$ cat src/hw/rtl/kpc_pkg.sv
`timescale 1ns / 1ps

package kpc_pkg;

  localparam int KEYS_MAX = 4;
  localparam int AUX_W    = 10;
  localparam int HOLD_W   = 10;
  localparam int PHASE_W  = 8;
  localparam int COUNT_W  = 16;
  localparam int CFG_IDX_W  = 2;
  localparam int CFG_DATA_W = 10;

  localparam logic [HOLD_W-1:0] HOLD_MAX = '1;

  localparam logic [7:0] SHORT_MIN_RESET   = 8'd1;
  localparam logic [9:0] SHORT_MAX_RESET   = 10'd10;
  localparam logic [7:0] LONG_PERIOD_RESET = 8'd10;

  typedef enum logic [CFG_IDX_W-1:0] {
    CFG_SHORT_MIN   = 2'd0,
    CFG_SHORT_MAX   = 2'd1,
    CFG_LONG_PERIOD = 2'd2,
    CFG_BUZZER_SEL  = 2'd3
  } cfg_reg_e;

  typedef struct packed {
    logic [7:0] short_min_steps;
    logic [9:0] short_max_steps;
    logic [7:0] long_period_steps;
    logic       buzzer_via_panel;
  } cfg_t;

  typedef struct packed {
    logic [KEYS_MAX-1:0] key_released;
    logic [AUX_W-1:0]    aux_levels;
    logic                motion_alarm_load;
    logic [COUNT_W-1:0]  motion_alarm_value;
    logic                card_beep_load;
    logic [COUNT_W-1:0]  card_beep_value;
  } sample_t;

  typedef struct packed {
    logic [2*KEYS_MAX-1:0] key_events;
    logic [AUX_W-1:0]      aux_active;
    logic                  aux_changed;
    logic                  buzzer_panel_bit;
    logic                  buzzer_pin;
  } result_t;

  typedef struct packed {
    logic short_press;
    logic long_press;
  } key_flags_t;

endpackage

$ cat src/hw/rtl/kpc_key_lane.sv
`timescale 1ns / 1ps

module kpc_key_lane (
  input  logic              clk,
  input  logic              rst,
  input  logic              accept,
  input  logic              released,
  input  kpc_pkg::cfg_t     cfg,
  output kpc_pkg::key_flags_t flags
);

  import kpc_pkg::*;

  logic [HOLD_W-1:0]  hold_count, hold_count_next;
  logic [PHASE_W-1:0] repeat_phase, repeat_phase_next;
  key_flags_t         status, status_next;

  always_comb begin
    hold_count_next   = hold_count;
    repeat_phase_next = repeat_phase;
    status_next       = status;
    if (released) begin
      status_next.short_press = (hold_count > {2'b00, cfg.short_min_steps}) &&
                                (hold_count < cfg.short_max_steps);
      status_next.long_press  = 1'b0;
      hold_count_next         = '0;
      repeat_phase_next       = '0;
    end else begin
      if (hold_count != HOLD_MAX) begin
        hold_count_next = hold_count + 1'b1;
      end
      if (({1'b0, repeat_phase} + 9'd1) >= {1'b0, cfg.long_period_steps}) begin
        repeat_phase_next       = '0;
        status_next.short_press = 1'b0;
        status_next.long_press  = 1'b1;
      end else begin
        repeat_phase_next = repeat_phase + 1'b1;
      end
    end
  end

  assign flags = status_next;

  always_ff @(posedge clk) begin
    if (rst) begin
      hold_count   <= '0;
      repeat_phase <= '0;
      status       <= '0;
    end else if (accept) begin
      hold_count   <= hold_count_next;
      repeat_phase <= repeat_phase_next;
      status       <= status_next;
    end
  end

endmodule

$ cat src/hw/rtl/kpc_merge.sv
`timescale 1ns / 1ps

module kpc_merge #(
  parameter int NUM_KEYS = 4,
  parameter int NUM_AUX  = 10
) (
  input  logic                clk,
  input  logic                rst,
  input  logic                accept,
  input  kpc_pkg::sample_t    sample,
  input  kpc_pkg::key_flags_t key_flags [NUM_KEYS],
  input  logic                buzzer_via_panel,
  output kpc_pkg::result_t    result_next
);

  import kpc_pkg::*;

  logic [AUX_W-1:0]      aux_previous;
  logic [AUX_W-1:0]      aux_mask;
  logic [AUX_W-1:0]      active;
  logic [COUNT_W-1:0]    motion_alarm_count, motion_alarm_count_next, motion_start;
  logic [COUNT_W-1:0]    card_beep_count, card_beep_count_next, card_start;
  logic [2*KEYS_MAX-1:0] events;
  logic                  any;

  always_comb begin
    for (int i = 0; i < AUX_W; i++) begin
      aux_mask[i] = (i < NUM_AUX);
    end
    active = ~sample.aux_levels & aux_mask;

    events = '0;
    for (int k = 0; k < NUM_KEYS; k++) begin
      events[k]            = key_flags[k].short_press;
      events[k + KEYS_MAX] = key_flags[k].long_press;
    end

    motion_start = sample.motion_alarm_load ? sample.motion_alarm_value : motion_alarm_count;
    card_start   = sample.card_beep_load ? sample.card_beep_value : card_beep_count;
    motion_alarm_count_next = (motion_start != '0) ? motion_start - 1'b1 : '0;
    card_beep_count_next    = (card_start != '0) ? card_start - 1'b1 : '0;

    any = (events != '0) || (active != '0) ||
          (motion_alarm_count_next != '0) || (card_beep_count_next != '0);

    result_next.key_events       = events;
    result_next.aux_active       = active;
    result_next.aux_changed      = (active != aux_previous);
    result_next.buzzer_panel_bit = buzzer_via_panel && any;
    result_next.buzzer_pin       = !buzzer_via_panel && any;
  end

  always_ff @(posedge clk) begin
    if (rst) begin
      aux_previous       <= '0;
      motion_alarm_count <= '0;
      card_beep_count    <= '0;
    end else if (accept) begin
      aux_previous       <= active;
      motion_alarm_count <= motion_alarm_count_next;
      card_beep_count    <= card_beep_count_next;
    end
  end

endmodule

$ cat src/hw/rtl/key_press_classifier_with_alarm.sv
`timescale 1ns / 1ps

// Accepts one scan sample per clock unless stalled, giving its result next cycle from a single
// output register; a new sample is taken whenever that register is empty or being emptied,
// so sustained throughput is one sample per cycle. Each key has its own counter lane and
// the lanes are merged with the aux inputs and alarm countdowns in the same cycle.

module key_press_classifier_with_alarm #(
  parameter int NUM_KEYS = 4,
  parameter int NUM_AUX  = 10
) (
  input  logic                               clk,
  input  logic                               rst,
  input  logic                               sample_valid,
  output logic                               sample_stall,
  input  kpc_pkg::sample_t                   sample,
  output logic                               result_valid,
  input  logic                               result_stall,
  output kpc_pkg::result_t                   result,
  input  logic                               cfg_valid,
  output logic                               cfg_ready,
  input  logic [kpc_pkg::CFG_IDX_W-1:0]      cfg_index,
  input  logic [kpc_pkg::CFG_DATA_W-1:0]     cfg_data
);

  import kpc_pkg::*;

  cfg_t       cfg;
  logic       accept;
  key_flags_t key_flags [NUM_KEYS];
  result_t    result_next;

  assign cfg_ready    = 1'b1;
  assign sample_stall = result_valid && result_stall;
  assign accept       = sample_valid && !sample_stall;

  always_ff @(posedge clk) begin
    if (rst) begin
      cfg.short_min_steps   <= SHORT_MIN_RESET;
      cfg.short_max_steps   <= SHORT_MAX_RESET;
      cfg.long_period_steps <= LONG_PERIOD_RESET;
      cfg.buzzer_via_panel  <= 1'b0;
    end else if (cfg_valid && cfg_ready) begin
      case (cfg_reg_e'(cfg_index))
        CFG_SHORT_MIN:   cfg.short_min_steps   <= cfg_data[7:0];
        CFG_SHORT_MAX:   cfg.short_max_steps   <= cfg_data[9:0];
        CFG_LONG_PERIOD: cfg.long_period_steps <= cfg_data[7:0];
        CFG_BUZZER_SEL:  cfg.buzzer_via_panel  <= cfg_data[0];
        default: ;
      endcase
    end
  end

  for (genvar k = 0; k < NUM_KEYS; k++) begin : g_lane
    kpc_key_lane u_lane (
      .clk      (clk),
      .rst      (rst),
      .accept   (accept),
      .released (sample.key_released[k]),
      .cfg      (cfg),
      .flags    (key_flags[k])
    );
  end

  kpc_merge #(
    .NUM_KEYS (NUM_KEYS),
    .NUM_AUX  (NUM_AUX)
  ) u_merge (
    .clk              (clk),
    .rst              (rst),
    .accept           (accept),
    .sample           (sample),
    .key_flags        (key_flags),
    .buzzer_via_panel (cfg.buzzer_via_panel),
    .result_next      (result_next)
  );

  always_ff @(posedge clk) begin
    if (rst) begin
      result_valid <= 1'b0;
    end else if (accept) begin
      result_valid <= 1'b1;
    end else if (!result_stall) begin
      result_valid <= 1'b0;
    end
  end

  always_ff @(posedge clk) begin
    if (accept) begin
      result <= result_next;
    end
  end

  a_accept_gives_result: assert property (@(posedge clk) disable iff (rst)
    accept |=> result_valid)
    else $error("Accepted request produced no result");

  a_one_buzzer_path: assert property (@(posedge clk) disable iff (rst)
    result_valid |-> !(result.buzzer_panel_bit && result.buzzer_pin))
    else $error("Both buzzer paths driven");

  a_short_long_exclusive: assert property (@(posedge clk) disable iff (rst)
    result_valid |-> ((result.key_events[3:0] & result.key_events[7:4]) == 4'd0))
    else $error("Key reported short and long press together");

endmodule
$ cat config.mk
export PLATFORM = sky130hd
export DESIGN_NAME = key_press_classifier_with_alarm
export DESIGN_NICKNAME = d
export VERILOG_FILES = /design/src/hw/rtl/kpc_pkg.sv /design/src/hw/rtl/kpc_key_lane.sv /design/src/hw/rtl/kpc_merge.sv /design/src/hw/rtl/key_press_classifier_with_alarm.sv
export SDC_FILE = /design/constraint.sdc
export NUM_CORES = 1
export LEC_CHECK = 0
export BUFFER_PORTS_ARGS = -buffer_cell sky130_fd_sc_hd__buf_2
export CORE_UTILIZATION = 31
export CTS_CLUSTER_SIZE = 30
export DETAILED_ROUTE_END_ITERATION = 7
export MAX_ROUTING_LAYER = met4
export SYNTH_ARGS = -nofsm -noshare
export SYNTH_HDL_FRONTEND = slang
export SYNTH_HIERARCHICAL = 1
export SYNTH_SLANG_ARGS = --single-unit
$ cat constraint.sdc
create_clock -name clk -period 8 [get_ports clk]
set_input_delay 0 -clock clk [delete_from_list [all_inputs] [get_ports clk]]
set_output_delay 0 -clock clk [all_outputs]
set_load 0.01 [all_outputs]
==> results.py, run 1 <==
metrics = {
    "grt": {
        "grt_pass1_vias": 10000,
        "grt_overflow": 0,
        "antenna_found_initial": 0,
        "groute.usage.overall_pct": 17.4,
        "grt_max_degree": 87,
        "grt_pass1_wl_um": 51700,
    },
    "yosys": {
        "yosys_most_used_dff": "dfxtp_1",
        "synth_area_um2": 11700,
        "yosysSeqAreaShare_pct": 31.1,
        "ys.warnings.count": 6,
        "synth-seq-cells": 171,
        "async_flop_share_pct": 0,
        "syn_nets": 1542,
        "synthDistinctLibCells": 77,
        "syn_inst": 1366,
        "synth_edf_count": 21,
        "avgSynthCellArea_um2": 8.54,
    },
    "detailed_routing": {
        "vias": 10300,
        "first_pass_iters": 7,
        "wl_um": 31800,
        "wire_per_inst_um": 16.4,
        "ant_nets": 0,
        "drcViolationCount": 0,
        "drt-initial-drc-count": 567,
        "vias_per_cell": 5.32,
    },
    "clock_tree": {
        "cts_tree": "yes",
        "clk_pin_slew_ns": 0.07,
        "cts-buffers-inserted": 17,
        "worstSkewPairLatency_ns": 0.45,
        "post_cts_buffers": 0,
        "htreeDepth": 4,
        "cts.path.max_buffers": 2,
        "cts-root-buf": "clkbuf_16",
        "cts.sinks": 171,
    },
    "flow_run": {
        "maxCapViolations": 0,
    },
    "timing": {
        "period_share_pct": 53.0,
        "tightest_slew_ns": 0.939,
        "hold_viol": 0,
        "rsz0062_at_grt": "false",
        "setup_viol": 0,
        "relSlewSlack_pct": 37.4,
        "finalSetupTns_ns": 0,
        "skew_ns": 0.00783,
        "finalMaxSlewViolations": 0,
        "post-route-min-period_ns": 4.24,
        "fmax_ghz": 0.236,
    },
    "setup_path": {
        "cp-start-kind": "register",
        "critPathMaxStageDelay_ns": 0.43,
        "worstPathRequired_ns": 8.18,
        "critPathKind": "register to register",
        "cp-end-kind": "register",
        "cp_common_cell": "nand3_1",
        "cp_max_fo": 8,
        "path_delay_family": "simple AND/OR/NAND/NOR gates",
        "slowest_stage": "dfxtp_1",
        "crit_path_cell_trace": "ha_1 > nand3_1 > nor2_1 > xor2_1 > ha_1 > and3_4 > nand3_1 > a21oi_1 > nor3_2 > o2bb2ai_1 > or4_1 > nor4_1 > nand3_1 > a221o_1 > nor4_1 > a41oi_1",
        "reg2reg_setup_slack_ns": 3.76,
        "critical_path_arrival_ns": 4.42,
        "cp_num_buf_inv": 0,
    },
    "placement": {
        "place_hpwl_um": 22900,
        "routabilityCongestion": 0.892,
        "io_buffers": 87,
        "placed_cells": 1873,
    },
    "pwr": {
        "powerDensity_nw_per_um2": 161,
        "p_leak_uw": 0.00565,
        "p_total_uw": 2160,
        "vdd_drop_max_v": 0.000157,
    },
    "die": {
        "ioPinCount": 89,
        "placementRows": 70,
        "start_util_pct": 31.7,
        "die_h_um": 196,
        "core_area_um2": 36800,
        "die_area_um2": 38400,
        "die_w_um": 196,
    },
    "layout": {
        "drive_gt1_share_pct": 10.0,
        "fin_nets": 1636,
        "fillers": 3712,
        "area_growth_pct": 15.2,
        "num_antenna_cells": 0,
        "fin_cells": 1941,
    },
    "min_path": {
        "hold_class": "primary input to register",
    },
    "outcome": {
        "outcome": "finished clean",
    },
}
==> synth_stat cells (5+ instances only) <==
library cell	instances	area, µm²
a211o_1	5	43.8
a211oi_1	15	113
a21o_1	17	128
a21oi_1	63	315
a22oi_1	17	128
a31oi_1	5	31.3
a32o_1	28	280
and2_1	10	62.6
and4_1	8	70.1
buf_1	9	33.8
buf_4	10	75.1
clkbuf_1	29	109
dfxtp_1	150	3000
edfxtp_1	21	631
ha_1	111	1390
inv_1	137	514
mux2i_1	61	611
nand2_1	67	251
nand2b_1	48	300
nand3_1	67	335
nand4_1	42	263
nor2_1	109	409
nor2b_1	8	50.1
nor3_1	33	165
nor3b_1	12	90.1
nor4_1	18	113
nor4b_1	6	52.6
o21ai_0	39	195
o22ai_1	5	31.3
o31ai_1	7	52.6
o32ai_1	5	43.8
or3_1	11	68.8
or4_1	10	75.1
xnor2_1	38	333
xor2_1	52	455
==> final timing paths <==
check,endpoint,depth (start not counted),from
setup / recovery,result[1],16,g_lane[2].u_lane/repeat_phase[0]
hold / removal,u_merge/motion_alarm_count[4],5,sample[21]
hold reg to reg,g_lane[1].u_lane/status[0],2,g_lane[1].u_lane/status[0]
setup reg to reg,result[1],16,g_lane[2].u_lane/repeat_phase[0]
==> power by group <==
group / switching (µW) / internal, µW
sequential: 37.2 / 901
clock: 376 / 506
combinational: 200 / 141
total: 614 / 1550
==> tightest hold or removal path, cell delays in order <==
cell and delay, ns:
buf_2 0.12, xnor2_1 0.12, mux2i_1 0.08, nand3_1 0.09, a21oi_1 0.06
==> layout by cell type (no fill, tap or decap), types with 39 or more instances in the layout <==
master    netlist  routed
a21oi_1        63      63
buf_2           2      86
dfxtp_1       150     150
ha_1          111     111
inv_1         137     137
mux2i_1        61      61
nand2_1        67      67
nand2b_1       48      48
nand3_1        67      67
nand4_1        42      42
nor2_1        109     109
o21ai_0        39      39
xor2_1         52      52
==> what timing repair did <==
| item | in CTS | in global routing |
|---|---|---|
| endpoints found under the hold margin | 59 | 0 |
| resized for setup | 0 | 0 |
| hold buffers | 36 | 0 |
==> area by class of cell <==
| type | instances | area [µm²] | share of cell area [%] |
|---|---|---|---|
| clock inverters | 9 | 108 | 0.800 |
| inverters | 137 | 514 | 3.82 |
| flip-flops and latches | 171 | 3630 | 27.0 |
| multi-input cells | 1005 | 7270 | 54.1 |
| clock buffers | 23 | 500 | 3.72 |
| repair buffers | 128 | 836 | 6.21 |
| well taps | 468 | 586 | 4.35 |
==> registers in the layout, indices dropped and copies added, names as in the netlist <==
| name | flops |
|---|---|
| u_merge/motion_alarm_count | 16 |
| cfg | 27 |
| g_lane.u_lane/status | 8 |
| result_valid | 1 |
| g_lane.u_lane/hold_count | 40 |
| u_merge/aux_previous | 10 |
| g_lane.u_lane/repeat_phase | 32 |
| result | 21 |
| u_merge/card_beep_count | 16 |
==> kinds of logic after synthesis <==
family	share of synthesized area (%)
XOR/XNOR	6.75
AO/OA/AOI/OAI	15.6
buffers and inverters	6.62
adder cells (fa/ha/maj)	11.9
flip-flops	31.1
other	0.0321
multiplexers	5.33
AND/OR/NAND/NOR	22.6
==> stage by stage <==
stage               util (%)  worst slack (ns)  hold WS (ns)  area (µm²)
global route            36.6              3.38        0.0847       13400
CTS                     36.6              3.80        0.0435       13400
floorplan                  -              4.02        0.0691       11700
detailed placement      33.9              3.83         0.234       12500
global placement        33.9              3.96         0.228       12500
finish                  36.6              3.76        0.0608       13400
==> layer usage <==
layer,up-vias,track usage [%],part of all wire [%]
met3,42,3.04,5.4
li1,5130,-,-
met5,-,-,0
met4,0,5.18,1.7
met1,4887,22.6,48
met2,263,27.4,45
No activity file was read; power rests on OpenSTA's default activity.
==> run 2: changes to the inputs <==
clock period = 3.8 ns   (was 8 ns; I/O delays follow)
==> results.py, run 2 (synthesized netlist as in run 1, its figures left out) <==
metrics = {
    "setup_path": {
        "reg2reg_setup_slack_ns": 0.19,
        "cp-start-kind": "register",
        "cp-end-kind": "register",
        "critPathKind": "register to register",
        "r2r-start": "g_lane[2].u_lane/repeat_phase[0]",
        "worstPathRequired_ns": 3.94,
        "r2r_cells": 16,
        "cp_max_fo": 4,
        "critical_path_arrival_ns": 3.75,
        "setup.worst_path.end": "result[1]",
        "r2r-end": "result[1]",
        "cp-startpoint": "g_lane[2].u_lane/repeat_phase[0]",
    },
    "clock_tree": {
        "cts-root-buf": "clkbuf_16",
        "cts.path.max_buffers": 2,
        "clk_pin_slew_ns": 0.07,
        "cts-buffers-inserted": 17,
        "cts_tree": "yes",
        "worstSkewPairLatency_ns": 0.43,
        "htreeDepth": 4,
        "cts.sinks": 171,
        "post_cts_buffers": 0,
    },
    "grt": {
        "busiest_layer": "met2",
        "grt_util_met2_pct": 27.2,
        "grt_max_degree": 70,
        "grt_overflow": 0,
        "groute.usage.overall_pct": 17.4,
        "antenna_found_initial": 0,
        "grt_pass1_wl_um": 52000,
        "met3_usage_pct": 2.94,
        "use_met1_pct": 23.4,
        "grt_pass1_vias": 9823,
    },
    "flow_run": {
        "maxCapViolations": 0,
    },
    "detailed_routing": {
        "first_pass_iters": 5,
        "ant_nets": 0,
        "wire_per_inst_um": 16.5,
        "vias_per_cell": 5.29,
        "drt-initial-drc-count": 543,
        "wl_um": 32400,
        "drcViolationCount": 0,
        "vias": 10400,
    },
    "pwr": {
        "swShare_pct": 29.5,
        "comb_power_share_pct": 16.6,
        "p_total_uw": 4420,
        "switchingPower_uw": 1300,
        "vdd_drop_max_v": 0.000336,
        "p_int_uw": 3120,
        "p_leak_uw": 0.00573,
        "p_clk_share_pct": 38.7,
        "powerDensity_nw_per_um2": 325,
        "seqPwrFrac_pct": 44.7,
    },
    "die": {
        "start_util_pct": 31.7,
        "placementRows": 70,
        "core_area_um2": 36800,
        "ioPinCount": 89,
        "die_w_um": 196,
        "die_h_um": 196,
        "die_area_um2": 38400,
    },
    "timing": {
        "setup_viol": 0,
        "relSlewSlack_pct": 42.6,
        "skew_ns": 0.0103,
        "period_share_pct": 95.0,
        "fmax_ghz": 0.277,
        "hold_viol": 0,
        "post-route-min-period_ns": 3.61,
        "tightest_slew_ns": 0.857,
        "finalMaxSlewViolations": 0,
    },
    "placement": {
        "routabilityCongestion": 0.903,
        "placed_cells": 1900,
        "io_buffers": 87,
        "place_hpwl_um": 24100,
    },
    "min_path": {
        "hold_class": "primary input to register",
        "min_from": "sample[0]",
    },
    "outcome": {
        "outcome": "finished clean",
    },
    "layout": {
        "utilization_pct": 36.9,
        "drive_gt1_share_pct": 12.9,
        "fin_cells": 1961,
        "regMostFlops": "g_lane.u_lane/hold_count",
        "top_regs": "g_lane.u_lane/hold_count: 40 flops, g_lane.u_lane/repeat_phase: 32 flops, cfg: 27 flops",
        "largest_reg_flops": 40,
        "layout_commonest_cell": "dfxtp_1",
        "num_antenna_cells": 0,
        "fin_nets": 1656,
        "area_growth_pct": 16.5,
        "fillers": 3782,
        "final_cell_mix": "146 x dfxtp_1, 137 x inv_1, 109 x nor2_1, 109 x ha_1, 86 x buf_2",
    },
}
==> run 2: cell count changes in the layout (fill, tap and decap cells not counted), sizes merged <==
| cell | previous run | this run |
|---|---|---|
| dlygate4sd3 | 36 | 29 |
| clkinvlp | 1 | 2 |
| bufinv | 2 | 1 |
| buf | 92 | 119 |
| clkinv | 4 | 7 |
| inv | 139 | 142 |
| clkbuf | 23 | 17 |
==> run 2: critical path, stage by stage (launching register included) <==
cell and delay, ns:
dfxtp_1 0.38, ha_1 0.18, nand3_1 0.12, nor2_1 0.14
xor2_1 0.10, ha_1 0.31, and3_4 0.19, nand3_1 0.09
a21oi_2 0.16, nor3_2 0.07, o2bb2ai_1 0.15, or4_1 0.45
nor4_2 0.19, nand3_1 0.15, a221o_1 0.33, nor4_4 0.18
a41oi_1 0.15
==> run 2: layout make-up <==
class | instances | area [µm²] | area share (%)
clock buffer | 17 | 425 | 3.13
clock inverter | 15 | 139 | 1.02
inverter | 137 | 514 | 3.78
multi-input combinational | 1005 | 7320 | 53.9
sequential | 171 | 3640 | 26.8
tap | 468 | 586 | 4.31
timing repair buffer | 148 | 968 | 7.13
==> run 2: repair_timing <==
action | 4_1_cts | 5_1_grt
pin swaps | 0 | 2
hold endpoints to repair | 48 | 0
gates cloned | 0 | 0
resized for setup | 2 | 12
hold buffers | 29 | 0
endpoints found under the setup margin | 2 | 2
==> run 2: stage by stage <==
step | cell area (µm²) | TNS, ns | setup slack, ns | hold WS, ns
after global placement | 12700 | 0 | 0.0826 | 0.226
after global routing | 13600 | -0.0205 | -0.0114 | 0.0326
after floorplan | 11700 | 0 | 0.0565 | 0.0691
final | 13600 | 0 | 0.192 | 0.0292
after detailed placement | 12700 | -0.0792 | -0.0403 | 0.232
after CTS | 13600 | 0 | 0.0620 | 0.00461
==> run 2: per-layer routing <==
| metal | share of wire, % | routed length, µm |
|---|---|---|
| met5 | 0 | 0 |
| met1 | 49 | 15800 |
| met2 | 45 | 14600 |
| met4 | 1.4 | 452 |
| met3 | 5.0 | 1610 |
==> run 2: worst min-delay path by stage <==
stage | end | depth (start not counted)
2_1_floorplan | g_lane[0].u_lane/hold_count[0] | 1
3_3_place_gp | result_valid | 3
3_5_place_dp | u_merge/aux_previous[1] | 2
4_1_cts | result[18] | 2
5_1_grt | result[18] | 2
6_report | u_merge/card_beep_count[0] | 4
==> run 2: power groups by stage <==
stage               combinational (µW)  sequential [µW]  clock (µW)
floorplan                          476             1990           0
global placement                   688             2010           0
detailed placement                 698             2010           0
CTS                                726             1970        1760
global route                       814             1980        1830
finish                             735             1970        1710
==> run 3: changes to the inputs <==
REMOVE_ABC_BUFFERS = 1   (was unset)
==> results.py, run 3 (synthesized netlist as in run 1, its figures left out) <==
metrics = {
    "timing": {
        "setup_viol": 0,
        "period_share_pct": 97.1,
        "tightest_slew_ns": 0.841,
        "skew_ns": 0.00783,
        "post-route-min-period_ns": 3.69,
        "fmax_ghz": 0.271,
        "relSlewSlack_pct": 43.9,
        "finalMaxSlewViolations": 0,
        "setup_slack_ns": 0.109,
        "finalSetupTns_ns": 0,
        "rsz0062_at_grt": "true",
        "hold_viol": 0,
    },
    "detailed_routing": {
        "wl_um": 32200,
        "vias_per_cell": 5.27,
        "vias": 10500,
        "ant_nets": 0,
        "wire_per_inst_um": 16.2,
        "drcViolationCount": 0,
        "first_pass_iters": 5,
        "drt-initial-drc-count": 630,
    },
    "placement": {
        "io_buffers": 87,
        "place_hpwl_um": 23000,
        "pre_cts_ws_ns": -0.335,
        "placed_cell_area_um2": 12800,
        "routabilityCongestion": 0.846,
        "placed_cells": 1912,
    },
    "layout": {
        "area_growth_pct": 21.0,
        "fin_cells": 1992,
        "drive_gt1_share_pct": 17.0,
        "utilization_pct": 38.4,
        "layout_commonest_cell": "inv_1",
        "largest_reg_flops": 40,
        "regMostFlops": "g_lane.u_lane/hold_count",
        "fin_nets": 1685,
        "final_cell_mix": "137 x inv_1, 132 x dfxtp_1, 107 x ha_1",
        "top_regs": "g_lane.u_lane/hold_count: 40 flops, g_lane.u_lane/repeat_phase: 32 flops, cfg: 27 flops",
        "stdcell_area_um2": 14100,
    },
    "clock_tree": {
        "cts-root-buf": "clkbuf_16",
        "clk_pin_slew_ns": 0.07,
        "cts-buffers-inserted": 17,
        "cts.sinks": 171,
        "htreeDepth": 4,
        "cts.path.max_buffers": 2,
        "worstSkewPairLatency_ns": 0.44,
        "cts_tree": "yes",
    },
    "setup_path": {
        "cp-start-kind": "register",
        "cp-end-kind": "register",
        "critical_path_arrival_ns": 3.84,
        "reg2reg_setup_slack_ns": 0.11,
        "critPathKind": "register to register",
        "worstPathRequired_ns": 3.95,
        "cp_max_fo": 4,
    },
    "grt": {
        "antenna_found_initial": 2,
        "groute.usage.overall_pct": 17.1,
        "grt_pass1_wl_um": 51500,
        "grt_pass1_vias": 9826,
        "grt_max_degree": 125,
        "grt_overflow": 0,
    },
    "pwr": {
        "seqPwrFrac_pct": 44.2,
        "p_int_uw": 3090,
        "p_leak_uw": 0.00594,
        "switchingPower_uw": 1360,
        "swShare_pct": 30.6,
        "powerDensity_nw_per_um2": 315,
        "vdd_drop_max_v": 0.000269,
        "p_clk_share_pct": 39.1,
        "comb_power_share_pct": 16.7,
    },
    "die": {
        "ioPinCount": 89,
        "die_area_um2": 38400,
        "core_area_um2": 36800,
        "die_w_um": 196,
        "placementRows": 70,
        "start_util_pct": 31.7,
        "die_h_um": 196,
    },
    "flow_run": {
        "maxCapViolations": 0,
    },
    "min_path": {
        "hold_class": "primary input to register",
    },
    "outcome": {
        "outcome": "finished clean",
    },
}
## run 3: critical path, stage by stage, from the launching register on
cell,delay (ns)
dfxtp_4,0.38
buf_6,0.10
nand3_2,0.08
nor3_2,0.14
xor2_1,0.12
ha_1,0.31
and3_4,0.20
nand3_2,0.08
a21oi_2,0.14
nor3_2,0.08
o2bb2ai_2,0.14
or4_4,0.43
nor4_4,0.29
nand3_2,0.16
a221o_1,0.32
nor4_4,0.30
a41oi_2,0.14
## run 3: metrics by stage
stage          hold WS (ns)  power (µW)
2_1_floorplan        0.0691        2440
3_3_place_gp          0.226        2690
3_5_place_dp          0.230        2700
4_1_cts            0.000756        4490
5_1_grt              0.0278        4660
6_report             0.0228        4450
## run 3: final cells by class
| cell class | instances | area (µm²) |
|---|---|---|
| sequential | 171 | 3680 |
| antenna | 2 | 5.00 |
| clock inverter | 15 | 153 |
| clock buffer | 17 | 425 |
| fill | 3735 | 22700 |
| inverter | 137 | 514 |
| tap | 468 | 586 |
| multi-input combinational | 1005 | 7540 |
| timing repair buffer | 177 | 1210 |
## run 3: routing by layer
layer / GRT usage, % / routed length (µm) / share of wire (%)
met1: 22.3 / 15400 / 48
met2: 27.6 / 15300 / 47
met3: 2.61 / 1040 / 3.2
met4: 4.31 / 527 / 1.6
met5: - / 0 / 0
## run 3: power groups by stage
stage | combinational, µW | clock [µW] | sequential, µW
final | 745 | 1740 | 1970
after global routing | 827 | 1860 | 1970
after CTS | 729 | 1790 | 1970
after detailed placement | 696 | 0 | 2010
after global placement | 685 | 0 | 2010
after floorplan | 442 | 0 | 1990
## run 3: final timing paths
kind	startpoint	end	depth (start not counted)
hold reg to reg	g_lane[2].u_lane/status[0]	g_lane[2].u_lane/status[0]	2
setup reg to reg	g_lane[2].u_lane/repeat_phase[0]	result[0]	16
setup / recovery	g_lane[2].u_lane/repeat_phase[0]	result[0]	16
hold / removal	sample[45]	g_lane[1].u_lane/repeat_phase[0]	3
## run 3: timing repair
item,in CTS,in global routing
setup buffers,0,14
setup endpoints to repair,2,2
hold buffers,32,0
hold endpoints to repair,54,0
pin swaps,1,28
cloned,0,0
resized for setup,6,71
